**src/rtl/lsfg_pkg.sv**
```systemverilog
// Shared constants and types for the LED strip frame generator.
// No dependencies; every other file of the block but lsfg_queue imports this package.
package lsfg_pkg;

   localparam int MAX_LEDS_DEF = 8;
   localparam int QUEUE_DEPTH_DEF = 2;

   localparam int LED_COUNT_W = 4;
   localparam int PIX_INDEX_W = 8;
   localparam int COLOR_W = 24;
   localparam int BYTE_W = 8;

   localparam logic CMD_WRITE = 1'b0;
   localparam logic CMD_SHOW = 1'b1;

   localparam logic [BYTE_W-1:0] START_BYTE = 8'h00;
   localparam logic [BYTE_W-1:0] HEADER_BYTE = 8'hFF;
   localparam logic [BYTE_W-1:0] END_BYTE = 8'hFF;
   localparam logic [1:0] START_LAST = 2'd3;   // four start bytes, counted 0..3

   // Sub-byte positions inside one pixel record
   localparam logic [1:0] SEL_HEADER = 2'd0;
   localparam logic [1:0] SEL_RED = 2'd1;
   localparam logic [1:0] SEL_GREEN = 2'd2;
   localparam logic [1:0] SEL_BLUE = 2'd3;

   typedef struct packed {
      logic show;
      logic [PIX_INDEX_W-1:0] pixel_index;
      logic [COLOR_W-1:0] color;
   } lsfg_cmd_type;

endpackage

```
**src/rtl/lsfg_if.sv**
```systemverilog
// Handshake channels of the LED strip frame generator: request and response.
// Depends on lsfg_pkg for the field widths.
interface lsfg_req_if
   import lsfg_pkg::*;
();
   logic valid;
   logic ready;
   logic cmd;
   logic [PIX_INDEX_W-1:0] pixel_index;
   logic [COLOR_W-1:0] color;

   modport source (output valid, output cmd, output pixel_index, output color, input ready);
   modport sink (input valid, input cmd, input pixel_index, input color, output ready);
endinterface

interface lsfg_rsp_if
   import lsfg_pkg::*;
();
   logic valid;
   logic ready;
   logic [BYTE_W-1:0] out_byte;
   logic last_byte;

   modport source (output valid, output out_byte, output last_byte, input ready);
   modport sink (input valid, input out_byte, input last_byte, output ready);
endinterface

```
**src/rtl/led_strip_frame_generator.sv**
```systemverilog
// The first frame byte of a show passes from the command queue through the sequencer
// state register into the response register; a write goes from the queue to the pixel store.
// A show frame holds four start bytes, four bytes per LED and one end byte when n is nonzero
// (37 bytes for eight LEDs); the sequencer emits one byte per cycle while the sink is ready.
// Requests are taken every cycle while the two-entry command queue has room.
// Reset (synchronous): LED count to zero, pixel store to black, queue and output empty.
module led_strip_frame_generator
   import lsfg_pkg::*;
#(
   parameter int MAX_LEDS = MAX_LEDS_DEF,
   localparam int CNT_W = $clog2(MAX_LEDS + 1)
) (
   input  logic clock,
   input  logic reset,
   lsfg_req_if.sink req_chan,
   lsfg_rsp_if.source rsp_chan,
   input  logic csr_we,
   input  logic [LED_COUNT_W-1:0] csr_wdata
);

   logic push;
   lsfg_cmd_type push_cmd;
   logic queue_full;
   logic queue_empty;
   logic queue_pop;
   lsfg_cmd_type head_cmd;
   logic [CNT_W-1:0] eff_count;

   lsfg_front #(
      .MAX_LEDS(MAX_LEDS)
   ) u_front (
      .clock(clock),
      .reset(reset),
      .req(req_chan),
      .csr_we(csr_we),
      .csr_wdata(csr_wdata),
      .push(push),
      .push_cmd(push_cmd),
      .queue_full(queue_full),
      .eff_count(eff_count)
   );

   lsfg_queue #(
      .WIDTH($bits(lsfg_cmd_type)),
      .DEPTH(QUEUE_DEPTH_DEF)
   ) u_queue (
      .clock(clock),
      .reset(reset),
      .push(push),
      .push_data(push_cmd),
      .full(queue_full),
      .pop(queue_pop),
      .pop_data(head_cmd),
      .empty(queue_empty)
   );

   lsfg_back #(
      .MAX_LEDS(MAX_LEDS)
   ) u_back (
      .clock(clock),
      .reset(reset),
      .cmd(head_cmd),
      .cmd_empty(queue_empty),
      .cmd_pop(queue_pop),
      .eff_count(eff_count),
      .rsp(rsp_chan)
   );

endmodule

```
**src/rtl/lsfg_front.sv**
```systemverilog
// Front end: holds the LED count register, accepts requests, drops
// out-of-range writes and pushes the rest into the command queue. Uses lsfg_pkg.
module lsfg_front
   import lsfg_pkg::*;
#(
   parameter int MAX_LEDS = MAX_LEDS_DEF,
   localparam int CNT_W = $clog2(MAX_LEDS + 1)
) (
   input  logic clock,
   input  logic reset,
   lsfg_req_if.sink req,
   input  logic csr_we,
   input  logic [LED_COUNT_W-1:0] csr_wdata,
   output logic push,
   output lsfg_cmd_type push_cmd,
   input  logic queue_full,
   output logic [CNT_W-1:0] eff_count
);

   logic [LED_COUNT_W-1:0] led_count_ff;
   logic [LED_COUNT_W-1:0] led_count_in;
   logic in_range;
   logic is_show;

   always_comb begin
      led_count_in = led_count_ff;
      if (csr_we) begin
         led_count_in = csr_wdata;
      end
   end

   always_ff @(posedge clock) begin
      if (reset) begin
         led_count_ff <= '0;
      end else begin
         led_count_ff <= led_count_in;
      end
   end

   // Clamp the count to the store capacity
   always_comb begin
      if (led_count_ff > LED_COUNT_W'(MAX_LEDS)) begin
         eff_count = CNT_W'(MAX_LEDS);
      end else begin
         eff_count = led_count_ff[CNT_W-1:0];
      end
   end

   assign is_show = (req.cmd == CMD_SHOW);
   assign in_range = (req.pixel_index < PIX_INDEX_W'(eff_count));
   assign req.ready = !queue_full;

   // Drop writes beyond the strand; they take the handshake but no queue slot
   assign push = req.valid && !queue_full && (is_show || in_range);
   assign push_cmd.show = is_show;
   assign push_cmd.pixel_index = req.pixel_index;
   assign push_cmd.color = req.color;

endmodule

```
**src/rtl/lsfg_queue.sv**
```systemverilog
// Small register FIFO between the front end and the frame sequencer.
// Generic payload width; no package needed.
module lsfg_queue #(
   parameter int WIDTH = 8,
   parameter int DEPTH = 2,
   localparam int PTR_W = (DEPTH > 1) ? $clog2(DEPTH) : 1,
   localparam int CNT_W = $clog2(DEPTH + 1)
) (
   input  logic clock,
   input  logic reset,
   input  logic push,
   input  logic [WIDTH-1:0] push_data,
   output logic full,
   input  logic pop,
   output logic [WIDTH-1:0] pop_data,
   output logic empty
);

   logic [WIDTH-1:0] slot_ff [DEPTH];
   logic [PTR_W-1:0] wr_ptr_ff, wr_ptr_in;
   logic [PTR_W-1:0] rd_ptr_ff, rd_ptr_in;
   logic [CNT_W-1:0] fill_ff, fill_in;
   logic do_push, do_pop;

   assign full = (fill_ff == CNT_W'(DEPTH));
   assign empty = (fill_ff == '0);
   assign do_push = push && !full;
   assign do_pop = pop && !empty;
   assign pop_data = slot_ff[rd_ptr_ff];

   always_comb begin
      wr_ptr_in = wr_ptr_ff;
      rd_ptr_in = rd_ptr_ff;
      fill_in = fill_ff;
      if (do_push) begin
         wr_ptr_in = (wr_ptr_ff == PTR_W'(DEPTH - 1)) ? '0 : wr_ptr_ff + 1'b1;
      end
      if (do_pop) begin
         rd_ptr_in = (rd_ptr_ff == PTR_W'(DEPTH - 1)) ? '0 : rd_ptr_ff + 1'b1;
      end
      if (do_push && !do_pop) begin
         fill_in = fill_ff + 1'b1;
      end else if (do_pop && !do_push) begin
         fill_in = fill_ff - 1'b1;
      end
   end

   always_ff @(posedge clock) begin
      if (reset) begin
         wr_ptr_ff <= '0;
         rd_ptr_ff <= '0;
         fill_ff <= '0;
      end else begin
         wr_ptr_ff <= wr_ptr_in;
         rd_ptr_ff <= rd_ptr_in;
         fill_ff <= fill_in;
      end
   end

   always_ff @(posedge clock) begin
      if (do_push) begin
         slot_ff[wr_ptr_ff] <= push_data;
      end
   end

endmodule

```
**src/rtl/lsfg_back.sv**
```systemverilog
// Back end: executes queued commands, owns the pixel store and walks the
// byte frame into the response register. Uses lsfg_pkg and lsfg_rsp_if.
module lsfg_back
   import lsfg_pkg::*;
#(
   parameter int MAX_LEDS = MAX_LEDS_DEF,
   localparam int CNT_W = $clog2(MAX_LEDS + 1),
   localparam int IDX_W = (MAX_LEDS > 1) ? $clog2(MAX_LEDS) : 1
) (
   input  logic clock,
   input  logic reset,
   input  lsfg_cmd_type cmd,
   input  logic cmd_empty,
   output logic cmd_pop,
   input  logic [CNT_W-1:0] eff_count,
   lsfg_rsp_if.source rsp
);

   localparam logic [1:0] ST_IDLE = 2'd0;
   localparam logic [1:0] ST_START = 2'd1;
   localparam logic [1:0] ST_PIXEL = 2'd2;
   localparam logic [1:0] ST_END = 2'd3;

   logic [1:0] state_ff, state_in;
   logic [1:0] sub_ff, sub_in;
   logic [IDX_W-1:0] pix_ff, pix_in;
   logic [COLOR_W-1:0] store_ff [MAX_LEDS];
   logic [COLOR_W-1:0] pixel;
   logic out_valid_ff, out_valid_in;
   logic [BYTE_W-1:0] out_byte_ff, out_byte_in;
   logic out_last_ff, out_last_in;
   logic out_load;
   logic store_we;
   logic [CNT_W-1:0] top_pix;

   assign out_load = !out_valid_ff || rsp.ready;
   assign cmd_pop = (state_ff == ST_IDLE) && !cmd_empty;
   assign store_we = cmd_pop && !cmd.show;
   assign pixel = store_ff[pix_ff];
   assign top_pix = eff_count - 1'b1;

   always_comb begin
      state_in = state_ff;
      sub_in = sub_ff;
      pix_in = pix_ff;
      out_valid_in = out_valid_ff && !rsp.ready;
      out_byte_in = out_byte_ff;
      out_last_in = out_last_ff;
      case (state_ff)
         ST_IDLE: begin
            if (cmd_pop && cmd.show) begin
               state_in = ST_START;
               sub_in = '0;
            end
         end
         ST_START: begin
            if (out_load) begin
               out_valid_in = 1'b1;
               out_byte_in = START_BYTE;
               out_last_in = 1'b0;
               sub_in = sub_ff + 1'b1;
               if (sub_ff == START_LAST) begin
                  // Empty strand: the frame ends on the last start byte
                  if (eff_count == '0) begin
                     out_last_in = 1'b1;
                     state_in = ST_IDLE;
                  end else begin
                     state_in = ST_PIXEL;
                     pix_in = top_pix[IDX_W-1:0];
                  end
               end
            end
         end
         ST_PIXEL: begin
            if (out_load) begin
               out_valid_in = 1'b1;
               out_last_in = 1'b0;
               case (sub_ff)
                  SEL_HEADER: out_byte_in = HEADER_BYTE;
                  SEL_RED: out_byte_in = pixel[23:16];
                  SEL_GREEN: out_byte_in = pixel[15:8];
                  default: out_byte_in = pixel[7:0];
               endcase
               sub_in = sub_ff + 1'b1;
               if (sub_ff == SEL_BLUE) begin
                  if (pix_ff == '0) begin
                     state_in = ST_END;
                  end else begin
                     pix_in = pix_ff - 1'b1;
                  end
               end
            end
         end
         ST_END: begin
            // (n+15)/16 is one for every nonzero count of a 4-bit register
            if (out_load) begin
               out_valid_in = 1'b1;
               out_byte_in = END_BYTE;
               out_last_in = 1'b1;
               state_in = ST_IDLE;
            end
         end
         default: begin
            state_in = ST_IDLE;
         end
      endcase
   end

   always_ff @(posedge clock) begin
      if (reset) begin
         state_ff <= ST_IDLE;
         out_valid_ff <= 1'b0;
         sub_ff <= '0;
         pix_ff <= '0;
      end else begin
         state_ff <= state_in;
         out_valid_ff <= out_valid_in;
         sub_ff <= sub_in;
         pix_ff <= pix_in;
      end
   end

   always_ff @(posedge clock) begin
      out_byte_ff <= out_byte_in;
      out_last_ff <= out_last_in;
   end

   always_ff @(posedge clock) begin
      if (reset) begin
         for (int i = 0; i < MAX_LEDS; i++) begin
            store_ff[i] <= '0;
         end
      end else if (store_we) begin
         store_ff[cmd.pixel_index[IDX_W-1:0]] <= cmd.color;
      end
   end

   assign rsp.valid = out_valid_ff;
   assign rsp.out_byte = out_byte_ff;
   assign rsp.last_byte = out_last_ff;

endmodule

```
**src/flat_wrapper.sv**
```systemverilog
// flat-port wrapper written by rule: the top's interface ports become plain ports
module led_strip_frame_generator_flat import lsfg_pkg::*;
#(
   parameter int MAX_LEDS = MAX_LEDS_DEF,
   localparam int CNT_W = $clog2(MAX_LEDS + 1)
)
  (clock, reset, csr_we, csr_wdata, req_chan_valid, req_chan_cmd, req_chan_pixel_index, req_chan_color, req_chan_ready, rsp_chan_valid, rsp_chan_out_byte, rsp_chan_last_byte, rsp_chan_ready);
  lsfg_req_if req_chan_i ();
  lsfg_rsp_if rsp_chan_i ();
  input  logic clock;
  input  logic reset;
  input  logic csr_we;
  input  logic [LED_COUNT_W-1:0] csr_wdata;
  input wire logic [$bits(req_chan_i.valid)-1:0] req_chan_valid;
  input wire logic [$bits(req_chan_i.cmd)-1:0] req_chan_cmd;
  input wire logic [$bits(req_chan_i.pixel_index)-1:0] req_chan_pixel_index;
  input wire logic [$bits(req_chan_i.color)-1:0] req_chan_color;
  output wire logic [$bits(req_chan_i.ready)-1:0] req_chan_ready;
  output wire logic [$bits(rsp_chan_i.valid)-1:0] rsp_chan_valid;
  output wire logic [$bits(rsp_chan_i.out_byte)-1:0] rsp_chan_out_byte;
  output wire logic [$bits(rsp_chan_i.last_byte)-1:0] rsp_chan_last_byte;
  input wire logic [$bits(rsp_chan_i.ready)-1:0] rsp_chan_ready;
  assign req_chan_i.valid = req_chan_valid;
  assign req_chan_i.cmd = req_chan_cmd;
  assign req_chan_i.pixel_index = req_chan_pixel_index;
  assign req_chan_i.color = req_chan_color;
  assign req_chan_ready = req_chan_i.ready;
  assign rsp_chan_valid = rsp_chan_i.valid;
  assign rsp_chan_out_byte = rsp_chan_i.out_byte;
  assign rsp_chan_last_byte = rsp_chan_i.last_byte;
  assign rsp_chan_i.ready = rsp_chan_ready;
  led_strip_frame_generator #(.MAX_LEDS(MAX_LEDS)) u_core (.clock(clock), .reset(reset), .req_chan(req_chan_i), .rsp_chan(rsp_chan_i), .csr_we(csr_we), .csr_wdata(csr_wdata));
endmodule
```
**config.mk**
```make
export PLATFORM = sky130hd
export DESIGN_NAME = led_strip_frame_generator_flat
export DESIGN_NICKNAME = d
export VERILOG_FILES = /design/src/rtl/lsfg_pkg.sv /design/src/rtl/lsfg_if.sv /design/src/rtl/led_strip_frame_generator.sv /design/src/rtl/lsfg_front.sv /design/src/rtl/lsfg_queue.sv /design/src/rtl/lsfg_back.sv /design/src/flat_wrapper.sv
export SDC_FILE = /design/constraint.sdc
export NUM_CORES = 1
export LEC_CHECK = 0
export ABC_AREA = 1
export BUFFER_PORTS_ARGS = -buffer_cell sky130_fd_sc_hd__buf_4
export CAP_MARGIN = 0
export CORE_MARGIN = 4
export CORE_UTILIZATION = 25
export DETAILED_ROUTE_END_ITERATION = 8
export PLACE_DENSITY = 0.5
export SYNTH_ARGS = -nofsm -noshare
export SYNTH_HDL_FRONTEND = slang
export SYNTH_SLANG_ARGS = --single-unit
```
**constraint.sdc**
```tcl
create_clock -name clock -period 5.5 [get_ports clock]
set_input_delay 1.1 -clock clock [delete_from_list [all_inputs] [get_ports clock]]
set_output_delay 1.1 -clock clock [all_outputs]
set_load 0.03 [all_outputs]
```
### After elaboration in Yosys (flattened, before gate mapping)

Memories as Yosys holds them, arrays and structs flattened. A register that Yosys moved wholly into a read port is not among the register bits.
Cells that the tools add are included.

| cells by class | value |
|---|---|
| div/mod/pow operators | 0 |
| $lt $le $gt $ge | 2 |
| shift operators | 0 |
| reduce and logical (&&, ||, !) cells | 35 |
| add/subtract/negate cells | 7 |
| bitwise gates (word level) | 0 |
| equal/unequal tests | 17 |
| multiply operators | 0 |
| mux-type cells | 51 |

Operators by type and width:

| cell | number |
|---|---|
| $pmux 8 s3 | 2 |
| $mux 3 | 9 |
| $mux 2 | 12 |
| $mux 24 | 1 |
| $mux 8 | 3 |
| $reduce_or 24->1 | 1 |
| $mux 1 | 19 |
| $ne 2x2->1 const B | 8 |
| $reduce_and 7->1 | 2 |
| $eq 2x2->1 const B | 5 |
| $logic_and 1x1->1 | 10 |
| $lt 8x4->1 | 1 |
| $pmux 2 s4 | 1 |
| $logic_not 1->1 | 7 |
| $logic_not 2->1 | 3 |
| $pmux 3 s2 | 1 |
| $reduce_bool 2->1 | 3 |
| $sub 3x1->3 const B | 2 |
| $add 2x1->2 const B | 2 |
| $eq 2x1->1 const B | 2 |
| $gt 4x4->1 const B | 1 |
| $logic_not 4->1 | 1 |
| $mux 4 | 1 |
| $ne 2x1->1 const B | 2 |
| 11 further kinds | 13 |

| word-level totals | value |
|---|---|
| input bits | 42 |
| output and inout port bits | 11 |
| word-level logic and storage cells | 124 |
| memory bits (writable) | 258 |
| flip-flop bits (word level) | 25 |
| bits in read-only memories | 0 |
| memories kept | 2 |
| latch bits | 0 |

Memories:

| memory | depth | bits a word | rd ports | clocked after memory_dff | wr ports | line | RTL |
|---|---|---|---|---|---|---|---|
| u_core.u_back.store_ff | 8 | 24 | 1 | 1 | 8 | lsfg_back.sv:27 | `logic [COLOR_W-1:0] store_ff [MAX_LEDS];` |
| u_core.u_queue.slot_ff | 2 | 33 | 1 | 1 | 1 | lsfg_queue.sv:19 | `logic [WIDTH-1:0] slot_ff [DEPTH];` |

### Longest topological paths before layout

Gate-level depths: netlist (run 1).

| logic depth | value |
|---|---|
| depth in word-level cells | 10 |
| mapped depth | 15 |
| depth with buffers taken out | 15 |

### Hierarchy

From an unflattened synthesis (run 1), not the netlist that was laid out.

| unflattened totals | value |
|---|---|
| cell total of the unflattened synthesis | 1,282 |
| area total of the unflattened synthesis | 13,256.5 µm² |

By module, submodules not included:

| module | area each (µm²) | cells an instance | seq. area each (µm²) | times used |
|---|---|---|---|---|
| lsfg_back | 9,935.8 | 1,065 | 6,256.0 | 1 |
| lsfg_queue | 2,790.2 | 140 | 2,082.0 | 1 |
| lsfg_front | 530.5 | 77 | 80.1 | 1 |

### Least setup slack after synthesis (run 1)

No wires, ideal clock.

| path | value |
|---|---|
| path kind | in2reg |
| start | in req_chan_pixel_index[3] |
| end | mem u_core.u_queue.slot_ff[0][0] in the netlist's numbering, enable pin |
| path slack | 2,059 ps |
| data required time | 5,087 ps |
| setup time | 413 ps |
| arrival | 3,028 ps |
| stages | 8 |
| path buffers | 0 |
| cell sequence | ha_1 > nand2_1 > nand2_1 > nor3_1 > nand2_1 > nand2_1 > nand2_1 > nor2_1 |

| between the ends | value |
|---|---|
| cells in the longest elaborated chain, start to end | 6 |

RTL lines:

| item | line | RTL |
|---|---|---|
| from (decl) | flat_wrapper.sv:16 | `input wire logic [$bits(req_chan_i.pixel_index)-1:0] req_chan_pixel_index;` |
| $lt 8x4->1 | lsfg_front.sv:50 | `assign in_range = (req.pixel_index < PIX_INDEX_W'(eff_count));` |
| $logic_or 1x1->1 | lsfg_front.sv:54 | `assign push = req.valid && !queue_full && (is_show \|\| in_range);` |
| $logic_and 1x1->1 | lsfg_front.sv:54 |  |
| $logic_and 1x1->1 | lsfg_queue.sv:27 | `assign do_push = push && !full;` |
| $mux 1 | lsfg_queue.sv:61 | `if (do_push) begin` |
| $mux 1 (not written as such) | lsfg_queue.sv:62 | `slot_ff[wr_ptr_ff] <= push_data;` |
| to (decl) | lsfg_queue.sv:19 |  |

No other way between the ends.

==> impl_metrics.yaml, run 1 <==
clock_network:
  cts_setup_buffers: 0
  cts_tree: "done"
  cts-buffers-inserted: 31
  htreeDepth: 1
  clk_latency_ns: 0.57
  clkTransAtPathRegs_ns: 0.06
  clockBufferDepth: 3
  cts_num_sinks: 277
  ctsHoldBuffers: 0
  cts_resized: 0
  root_buffer: "clkbuf_16"
die:
  core.rowCount: 81
  initial_core_util: 0.2539
  die_area_mm2: 0.05355
  pin_count: 53
  dieHeight_um: 231.4
  core_mm2: 0.04915
  die_x_um: 231.4
min_path:
  hold_path.class: "reg2reg"
power_and_ir_drop:
  peakVddDrop_uv: 285.3
  leakage_nw: 5.681
  powerDensity_mw_per_mm2: 474.1
worst_setup_path:
  critPathArrivalTime_ns: 3.24
  start_kind: "register"
  end_kind: "register"
  ff2ff_path_depth: 8
  r2r_setup_slack_ns: 2.43
  timing.rr.end: "u_core.u_back.store_ff[3][19]"
  critical_path_class: "reg2reg"
  required_ns: 5.67
  endpoint: "u_core.u_back.store_ff[3][19]"
  crit_fanout: 29
synth:
  synthMuxAreaShare: 0.02025
  ys_seq_elements: 277
  avgSynthCellArea_um2: 10.61
  synthDistinctLibCells: 35
  synth_edf_count: 257
  async_reset_ff_frac: 0
  ys_seq_area_frac: 0.6506
  syn_area_mm2: 0.01248
  synthSimpleGateAreaFrac: 0.2427
  synthXorXnorAreaFrac: 0.0007019
  synth_fa_ha_area_frac: 0.01404
  synth_top_family_by_area: "simple AND/OR/NAND/NOR gates"
  netlist_instances: 1176
  synth_compound_area_frac: 0.02256
  synth_top_flop_cell: "edfxtp_1"
  ys_warn_count: 0
  syn_nets: 1232
sta:
  setup_ws_ns: 2.429
  setup_viol: 0
  skew_ns: 0.01961
  grt_setup_unrepaired: "no"
  final_hold_viol_count: 0
  worst_pin_slew_ns: 1.145
  period_minus_slack_ns: 3.071
  max_freq_ghz: 0.3257
  whs_ns: 0.4470
  relSlewSlack: 0.2213
  tns_ns: 0
  fin_crit_sh: 0.5583
  final_max_slew_viol_count: 0
detailed_routing:
  totalWireLength_mm: 34.55
  drt_pass1_iterations: 5
  drt_iter0_drc: 759
  vias: 8337
  remaining_drc_errors: 0
  ant_nets: 0
  viasPerCell: 4.376
  wl_per_cell_um: 18.14
layout:
  final_common_cell: "nand2_1"
  finish.net_count: 1272
  layout_common_cells: "nand2_1, edfxtp_1, nor2_1, nand3_1, buf_4"
  final_core_util: 0.2953
  antenna_cells: 0
  drive_above_1_share: 0.1628
  syn_to_final_growth_pct: 16.31
  fillers: 5087
grt:
  groute.usage.overall: 0.1270
  grt_max_degree: 81
  globalRoute.totalOverflow: 0
  grt_pass1_vias: 7977
  antenna_found_initial: 0
  grt_pass1_wl_mm: 51.33
place:
  dpl.hpwl_mm: 22.39
  gp_congestion: 0.8735
  dp_slack_ns: 1.855
  portBuffers: 52
status:
  status: "completed"
run:
  maxCapViolations: 0
how the worst min path moves through the flow:
stage / startpoint / slack (ns) / endpoint / cells after the start
finish: u_core.u_queue.rd_ptr_ff / 0.45 / register / 1
global route: u_core.u_queue.rd_ptr_ff / 0.47 / register / 1
CTS: u_core.u_queue.rd_ptr_ff / 0.45 / register / 1
detailed placement: u_core.u_queue.rd_ptr_ff / 0.44 / register / 1
global placement: u_core.u_queue.rd_ptr_ff / 0.43 / register / 1
floorplan: u_core.u_queue.rd_ptr_ff / 0.43 / register / 1
worst max-delay path, cell delays in order (launching register included):
cell and delay (ns):
dfxtp_2 0.31, buf_4 0.48, inv_2 0.09, or2_1 0.27, o21ai_4 0.11, inv_2 0.10
nor2_4 0.18, nand2_4 0.22, nand2_1 0.88
per-stage QoR:
| step | instance area (um2) | power [mW] | instances |
|---|---|---|---|
| 2_1_floorplan | 12480 | 4.039 | 1176 |
| 3_3_place_gp | 13500 | 4.870 | 1847 |
| 3_5_place_dp | 13500 | 4.882 | 1847 |
| 4_1_cts | 14510 | 6.927 | 1905 |
| 5_1_grt | 14510 | 7.234 | 1905 |
| 6_report | 14510 | 6.881 | 1905 |
where the power goes:
group,switching (mW),internal (mW),total [mW]
logic,1.63,0.555,2.18
clock network,0.845,1.20,2.04
registers,0.104,2.55,2.66
total,2.57,4.31,6.88
final cells by class:
cell class / instances / area [um2] / share of cell area
flip-flops and latches: 277 / 8122 / 0.5596
clock inverters: 11 / 135.1 / 0.009310
inverters: 61 / 231.5 / 0.01595
multi-input cells: 777 / 3809 / 0.2624
well taps: 664 / 830.8 / 0.05724
repair buffers: 68 / 510.5 / 0.03517
clock buffers: 47 / 875.8 / 0.06034
state kept, by name, summed over array words and instances (netlist names), named ones only:
register                     flops
u_core.u_back.state_ff           1
u_core.u_back.sub_ff             2
u_core.u_back.store_ff         192
u_core.u_back.rsp.last_byte      1
u_core.u_back.rsp.out_byte       8
u_core.u_queue.fill_ff           2
u_core.u_queue.rd_ptr_ff         1
u_core.u_front.led_count_ff      4
u_core.u_queue.slot_ff          56
u_core.u_queue.wr_ptr_ff         1
u_core.u_back.rsp.valid          1
u_core.u_back.pix_ff             3
Yosys cell counts (all sizes together), types with 4 or more instances:
| cell | number | area (um2) |
|---|---|---|
| clkbuf | 20 | 75.07 |
| nand3 | 150 | 750.7 |
| o21ai | 32 | 186.4 |
| or2 | 4 | 27.54 |
| nor2 | 232 | 1023 |
| nand2 | 299 | 1182 |
| edfxtp | 257 | 7717 |
| ha | 14 | 175.2 |
| dfxtp | 20 | 400.4 |
| mux2i | 24 | 252.7 |
| inv | 61 | 231.5 |
| buf | 41 | 307.8 |
| a21oi | 14 | 81.33 |
metal layers:
layer  track usage  wire length, um
met5             0                0
met4       0.02500              602
met3       0.01979             2253
met1        0.1847            15630
met2        0.2021            16060
cell families after synthesis:
group / after synthesis
adder cells (fa/ha/maj): 14
multiplexers: 24
XOR/XNOR: 1
AND/OR/NAND/NOR: 690
flip-flops: 277
buffers and inverters: 122
AO/OA/AOI/OAI: 48
No activity file was read; power rests on OpenSTA's default activity.
==> inputs of run 2 (changes only) <==
Clock period 5.5 ns to 3.21 ns, I/O delays scaled along.
==> run 2 against run 1 <==
Setup slack got worse by 1.7 ns. Hold slack got worse by 0.19 ns. Cell area rose by 1.6%. Combinational power rose by 65%. Die area did not move. Power rose by 71%. Non-clock buffer count rose by 29. Utilization rose by 0.48 points. Clock power rose by 77%. Sequential share of layout area fell by 0.89 points. First-iteration DRC count fell by 14%. Flip-flop and latch count did not move.
==> impl_metrics.yaml, run 2 (synthesis results as in run 1) <==
status:
  status: "completed"
worst_setup_path:
  critPathArrivalTime_ns: 2.76
  crit_path_top_delay_cell: "dfxtp_1"
  start_kind: "register"
  crit_fanout: 25
  timing.rr.end: "u_core.u_back.store_ff[3][18]"
  cp.depth: 9
  slowest_delay_ns: 0.36
  r2r_start: "u_core.u_back.state_ff[0]"
  path_delay_family: "simple AND/OR/NAND/NOR gates"
  crit_chain: "inv_1, ha_1, inv_2, a21oi_4, nand4_4, nor2_8, nand2_4, nand2_1, buf_4"
  ff2ff_path_depth: 9
  crit_buf_inv: 3
  end_kind: "register"
  endpoint: "u_core.u_back.store_ff[3][18]"
  critical_path_class: "reg2reg"
  required_ns: 3.44
  startpoint: "u_core.u_back.state_ff[0]"
  r2r_setup_slack_ns: 0.68
place:
  gp_congestion: 0.7753
  portBuffers: 52
  dpl.hpwl_mm: 20.63
detailed_routing:
  remaining_drc_errors: 0
  drt_iter0_drc: 654
  viasPerCell: 4.325
  ant_nets: 0
  wl_per_cell_um: 16.58
  totalWireLength_mm: 32.07
  vias: 8364
  drt_pass1_iterations: 6
grt:
  grt_max_degree: 97
  grt_pass1_vias: 8312
  grt_pass1_wl_mm: 49.50
  globalRoute.totalOverflow: 0
  groute.usage.overall: 0.1178
  antenna_found_initial: 0
sta:
  grt_setup_unrepaired: "no"
  period_minus_slack_ns: 2.528
  tns_ns: 0
  final_max_slew_viol_count: 0
  relSlewSlack: 0.3713
  fin_crit_sh: 0.7876
  skew_ns: 0.01948
  worst_pin_slew_ns: 0.9168
  final_hold_viol_count: 0
  setup_viol: 0
  max_freq_ghz: 0.3956
layout:
  top_register: "u_core.u_back.store_ff"
  layout_common_cells: "nand2_1, edfxtp_1, nor2_1, nand3_1, buf_4"
  largest_register_ffs: 192
  finish.net_count: 1301
  drive_above_1_share: 0.1677
  antenna_cells: 0
  final_common_cell: "nand2_1"
  fillers: 5102
  syn_to_final_growth_pct: 18.19
clock_network:
  cts_setup_buffers: 0
  cts_resized: 0
  root_buffer: "clkbuf_16"
  cts_tree: "done"
  ctsHoldBuffers: 0
  clkTransAtPathRegs_ns: 0.06
  clockBufferDepth: 3
  cts-buffers-inserted: 31
  htreeDepth: 1
  clk_latency_ns: 0.57
  cts_num_sinks: 277
power_and_ir_drop:
  comb_power_share: 0.307
  clock_power_share: 0.307
  power_mw: 11.76
  p_int_mw: 7.620
  peakVddDrop_uv: 424.6
  p_sw_mw: 4.138
  powerDensity_mw_per_mm2: 797.2
  leakage_nw: 5.846
  switching_share: 0.3519
  seq_power_share: 0.386
die:
  core_mm2: 0.04915
  die_area_mm2: 0.05355
  pin_count: 53
  die_x_um: 231.4
  dieHeight_um: 231.4
  initial_core_util: 0.2539
  core.rowCount: 81
min_path:
  hold_path.class: "in2reg"
run:
  maxCapViolations: 0
[run 2: changes by cell type in the layout (fill, tap and decap cells not counted), moves of 2 or more]
cell        change
clkbuf_1        +2
inv_6           -2
buf_4          +26
clkinvlp_4      -2
mux2i_1        +16
mux2i_2        -16
buf_12          +3
[run 2: how the worst min path moves through the flow]
stage                              from                           end  slack, ns  depth (start not counted)
2_1_floorplan  u_core.u_queue.rd_ptr_ff                      register       0.43                          1
3_3_place_gp   u_core.u_queue.rd_ptr_ff      u_core.u_queue.rd_ptr_ff       0.43                          1
3_5_place_dp   u_core.u_queue.rd_ptr_ff      u_core.u_queue.rd_ptr_ff       0.44                          1
4_1_cts               req_chan_color[4]  u_core.u_queue.slot_ff[1][4]       0.23                          1
5_1_grt               req_chan_color[6]  u_core.u_queue.slot_ff[1][6]       0.23                          1
6_report              req_chan_color[4]  u_core.u_queue.slot_ff[1][4]       0.26                          1
[run 2: metrics by stage]
| stage | hold WS, ns | worst slack (ns) | utilization | area (um2) | std cells |
|---|---|---|---|---|---|
| floorplan | 0.4255 | 0.2273 | - | 12480 | 1176 |
| global placement | 0.4329 | 0.7186 | 0.2787 | 13700 | 1876 |
| detailed placement | 0.4427 | 0.7034 | 0.2787 | 13700 | 1876 |
| CTS | 0.2301 | 0.6709 | 0.3000 | 14750 | 1934 |
| global route | 0.2279 | 0.4672 | 0.3000 | 14750 | 1934 |
| finish | 0.2550 | 0.6819 | 0.3000 | 14750 | 1934 |
[run 2: power by group through the flow]
stage | clock network [mW] | registers [mW] | logic, mW
6_report | 3.61 | 4.54 | 3.60
5_1_grt | 3.84 | 4.58 | 3.98
4_1_cts | 3.69 | 4.55 | 3.64
3_5_place_dp | 0 | 4.62 | 3.62
3_3_place_gp | 0 | 4.61 | 3.61
2_1_floorplan | 0 | 4.65 | 2.27
[run 2: cell type report]
class / count / area [um2] / share of cell area
clock inverters: 7 / 127.6 / 0.008654
clock buffers: 51 / 922.1 / 0.06253
flip-flops and latches: 277 / 8122 / 0.5507
multi-input cells: 777 / 3749 / 0.2542
inverters: 61 / 231.5 / 0.01570
repair buffers: 97 / 765.7 / 0.05192
well taps: 664 / 830.8 / 0.05633
[run 2: layer usage]
| metal | GRT usage | part of all wire | vias to the layer above | routed length, um |
|---|---|---|---|---|
| met5 | 0 | 0 | - | 0 |
| met2 | 0.1881 | 0.46 | 203 | 14650 |
| met1 | 0.1701 | 0.47 | 4019 | 15000 |
| li1 | - | - | 4088 | - |
| met3 | 0.01475 | 0.050 | 54 | 1599 |
| met4 | 0.03007 | 0.026 | 0 | 823 |
==> inputs of run 3 (changes only) <==
Settings changed: ABC_AREA 1 to 0, PLACE_DENSITY 0.5 to 0.52.
Clock period 3.21 ns to 2.3 ns, I/O delays scaled along.
==> run 3 against run 2 <==
Synthesized area decreased by 5.5%. Flip-flop and latch count unchanged. Critical endpoint is now u_core.u_queue.slot_ff[0][0]. Cell area decreased by 0.73%. Critical path depth did not move. Largest power group unchanged.
==> impl_metrics.yaml, run 3 <==
clock_network:
  cts_num_sinks: 277
  clk_latency_ns: 0.57
  ctsHoldBuffers: 0
  root_buffer: "clkbuf_16"
  cts-buffers-inserted: 30
  htreeDepth: 1
  cts_tree: "done"
  clkTransAtPathRegs_ns: 0.06
  clockBufferDepth: 3
synth:
  async_reset_ff_frac: 0
  yosys-top-cells-area: "edfxtp_1, mux4_2, nor2_1, mux2i_1, dfxtp_1"
  synthTopCellsByCount: "edfxtp_1, nor2_1, mux2i_1"
  synth_top_flop_cell: "edfxtp_1"
  ys_warn_count: 0
  avgSynthCellArea_um2: 14.77
  yosysTopAreaCellShare: 0.6546
  syn_nets: 854
  synthDistinctLibCells: 51
  yosys.area.top_type: "edfxtp_1"
  ys_seq_area_frac: 0.6886
  synth_edf_count: 257
  ys_seq_elements: 277
  yosysMostFrequentCell: "edfxtp_1"
  netlist_instances: 798
  syn_area_mm2: 0.01179
worst_setup_path:
  required_ns: 2.58
  start_kind: "register"
  slowest_delay_ns: 0.34
  critical_path_class: "reg2reg"
  critPathArrivalTime_ns: 2.52
  crit_fanout: 7
  ff2ff_path_depth: 9
  end_kind: "register"
  crit_chain: "inv_2, ha_4, a211o_1, nor4_4, o21ai_2, buf_6, a211oi_4, buf_6, clkbuf_16"
  r2r_setup_slack_ns: 0.06
  crit_path_top_delay_cell: "dfxtp_2"
  crit_top_cell: "buf_6"
layout:
  stdcell_count: 1548
  top_register: "u_core.u_back.store_ff"
  finish.net_count: 973
  layout_common_cells: "edfxtp_1, nor2_1, buf_4, mux2i_1, mux4_2"
  final_common_cell: "edfxtp_1"
  antenna_cells: 0
  largest_register_ffs: 192
  fin_area_mm2: 0.01464
  drive_above_1_share: 0.2657
  syn_to_final_growth_pct: 24.19
grt:
  grt_max_degree: 29
  grt_pass1_wl_mm: 44.34
  grt_pass1_vias: 7248
  antenna_found_initial: 0
  globalRoute.totalOverflow: 0
  groute.usage.overall: 0.1137
place:
  portBuffers: 52
  dpl.hpwl_mm: 18.39
  gp_congestion: 0.7523
  placed_area_mm2: 0.01349
  dp_cells: 1487
sta:
  max_freq_ghz: 0.4467
  setup_viol: 0
  final_max_slew_viol_count: 0
  final_hold_viol_count: 0
  worst_pin_slew_ns: 0.6218
  skew_ns: 0.009129
  whs_ns: 0.06814
  relSlewSlack: 0.5736
  tns_ns: 0
  fin_crit_sh: 0.9733
  period_minus_slack_ns: 2.239
die:
  pin_count: 53
  die_x_um: 225.2
  initial_core_util: 0.2532
  core_mm2: 0.04656
  die_area_mm2: 0.05069
  core.rowCount: 79
  dieHeight_um: 225.2
status:
  status: "completed"
detailed_routing:
  viasPerCell: 4.505
  drt_pass1_iterations: 5
  totalWireLength_mm: 29.72
  vias: 6973
  drt_iter0_drc: 450
  wl_per_cell_um: 19.20
  remaining_drc_errors: 0
  ant_nets: 0
power_and_ir_drop:
  peakVddDrop_uv: 657.3
  powerDensity_mw_per_mm2: 908.5
  leakage_nw: 5.030
min_path:
  hold_path.class: "in2reg"
  whs_path_depth: 1
run:
  maxCapViolations: 0
run 3: cell type report:
| class | count | area (um2) |
|---|---|---|
| Tap cell | 607 | 759.5 |
| Inverter | 11 | 41.29 |
| Clock buffer | 34 | 765.7 |
| Multi-Input combinational cell | 469 | 3508 |
| Fill cell | 4531 | 31920 |
| Timing Repair Buffer | 128 | 1170 |
| Clock inverter | 22 | 270.3 |
| Sequential cell | 277 | 8125 |
run 3: repair_timing:
action,4_1_cts,5_1_grt
resized for setup,0,10
endpoints found under the setup margin,0,148
buffers inserted,0,2
run 3: through the flow:
step / util / setup WS (ns) / total power, mW
floorplan: - / -0.2915 / 7.351
global placement: 0.2897 / -0.1279 / 8.299
detailed placement: 0.2897 / -0.1287 / 8.327
CTS: 0.3120 / 0.04398 / 13.39
global route: 0.3145 / -0.007017 / 13.87
finish: 0.3145 / 0.06130 / 13.30
run 3: layer usage:
layer,GRT usage,vias to the layer above,part of all wire
li1,-,3243,-
met1,0.1589,3525,0.45
met2,0.1864,169,0.48
met3,0.01863,36,0.055
met4,0.02809,0,0.018
met5,0,-,0
run 3: power by group:
group          total, mW  leakage [nW]  internal [mW]  switching (mW)
sequential          6.06          2.75           5.91           0.146
combinational       2.22          1.77          0.862            1.36
clock               5.02         0.509           2.97            2.05
run 3: kinds of logic (layout without fill, tap and decap cells):
kind of cell | after synthesis | count (layout) | share of synthesized area
multiplexers | 97 | 97 | 0.1259
flip-flops | 277 | 277 | 0.6886
buffers and inverters | 52 | 195 | 0.02197
XOR/XNOR | 3 | 3 | 0.002229
AND/OR/NAND/NOR | 280 | 280 | 0.1021
AO/OA/AOI/OAI | 75 | 75 | 0.04437
adder cells (fa/ha/maj) | 14 | 14 | 0.01486
run 3: final timing paths:
| path | endpoint | startpoint |
|---|---|---|
| min | u_core.u_queue.slot_ff[1][9] | req_chan_color[9] |
| max reg2reg | u_core.u_queue.slot_ff[0][0] | u_core.u_front.led_count_ff[3] |
| max | u_core.u_queue.slot_ff[0][0] | u_core.u_front.led_count_ff[3] |
| min reg2reg | u_core.u_queue.rd_ptr_ff | u_core.u_queue.rd_ptr_ff |
run 3: worst max-delay path: cells and delay by family, from the launching register on:
family	cells	cell delay, ns
AND/OR/NAND/NOR	1	0.18
adder cells (fa/ha/maj)	1	0.21
buffers and inverters	4	0.57
AO/OA/AOI/OAI	3	0.62
flip-flops	1	0.34
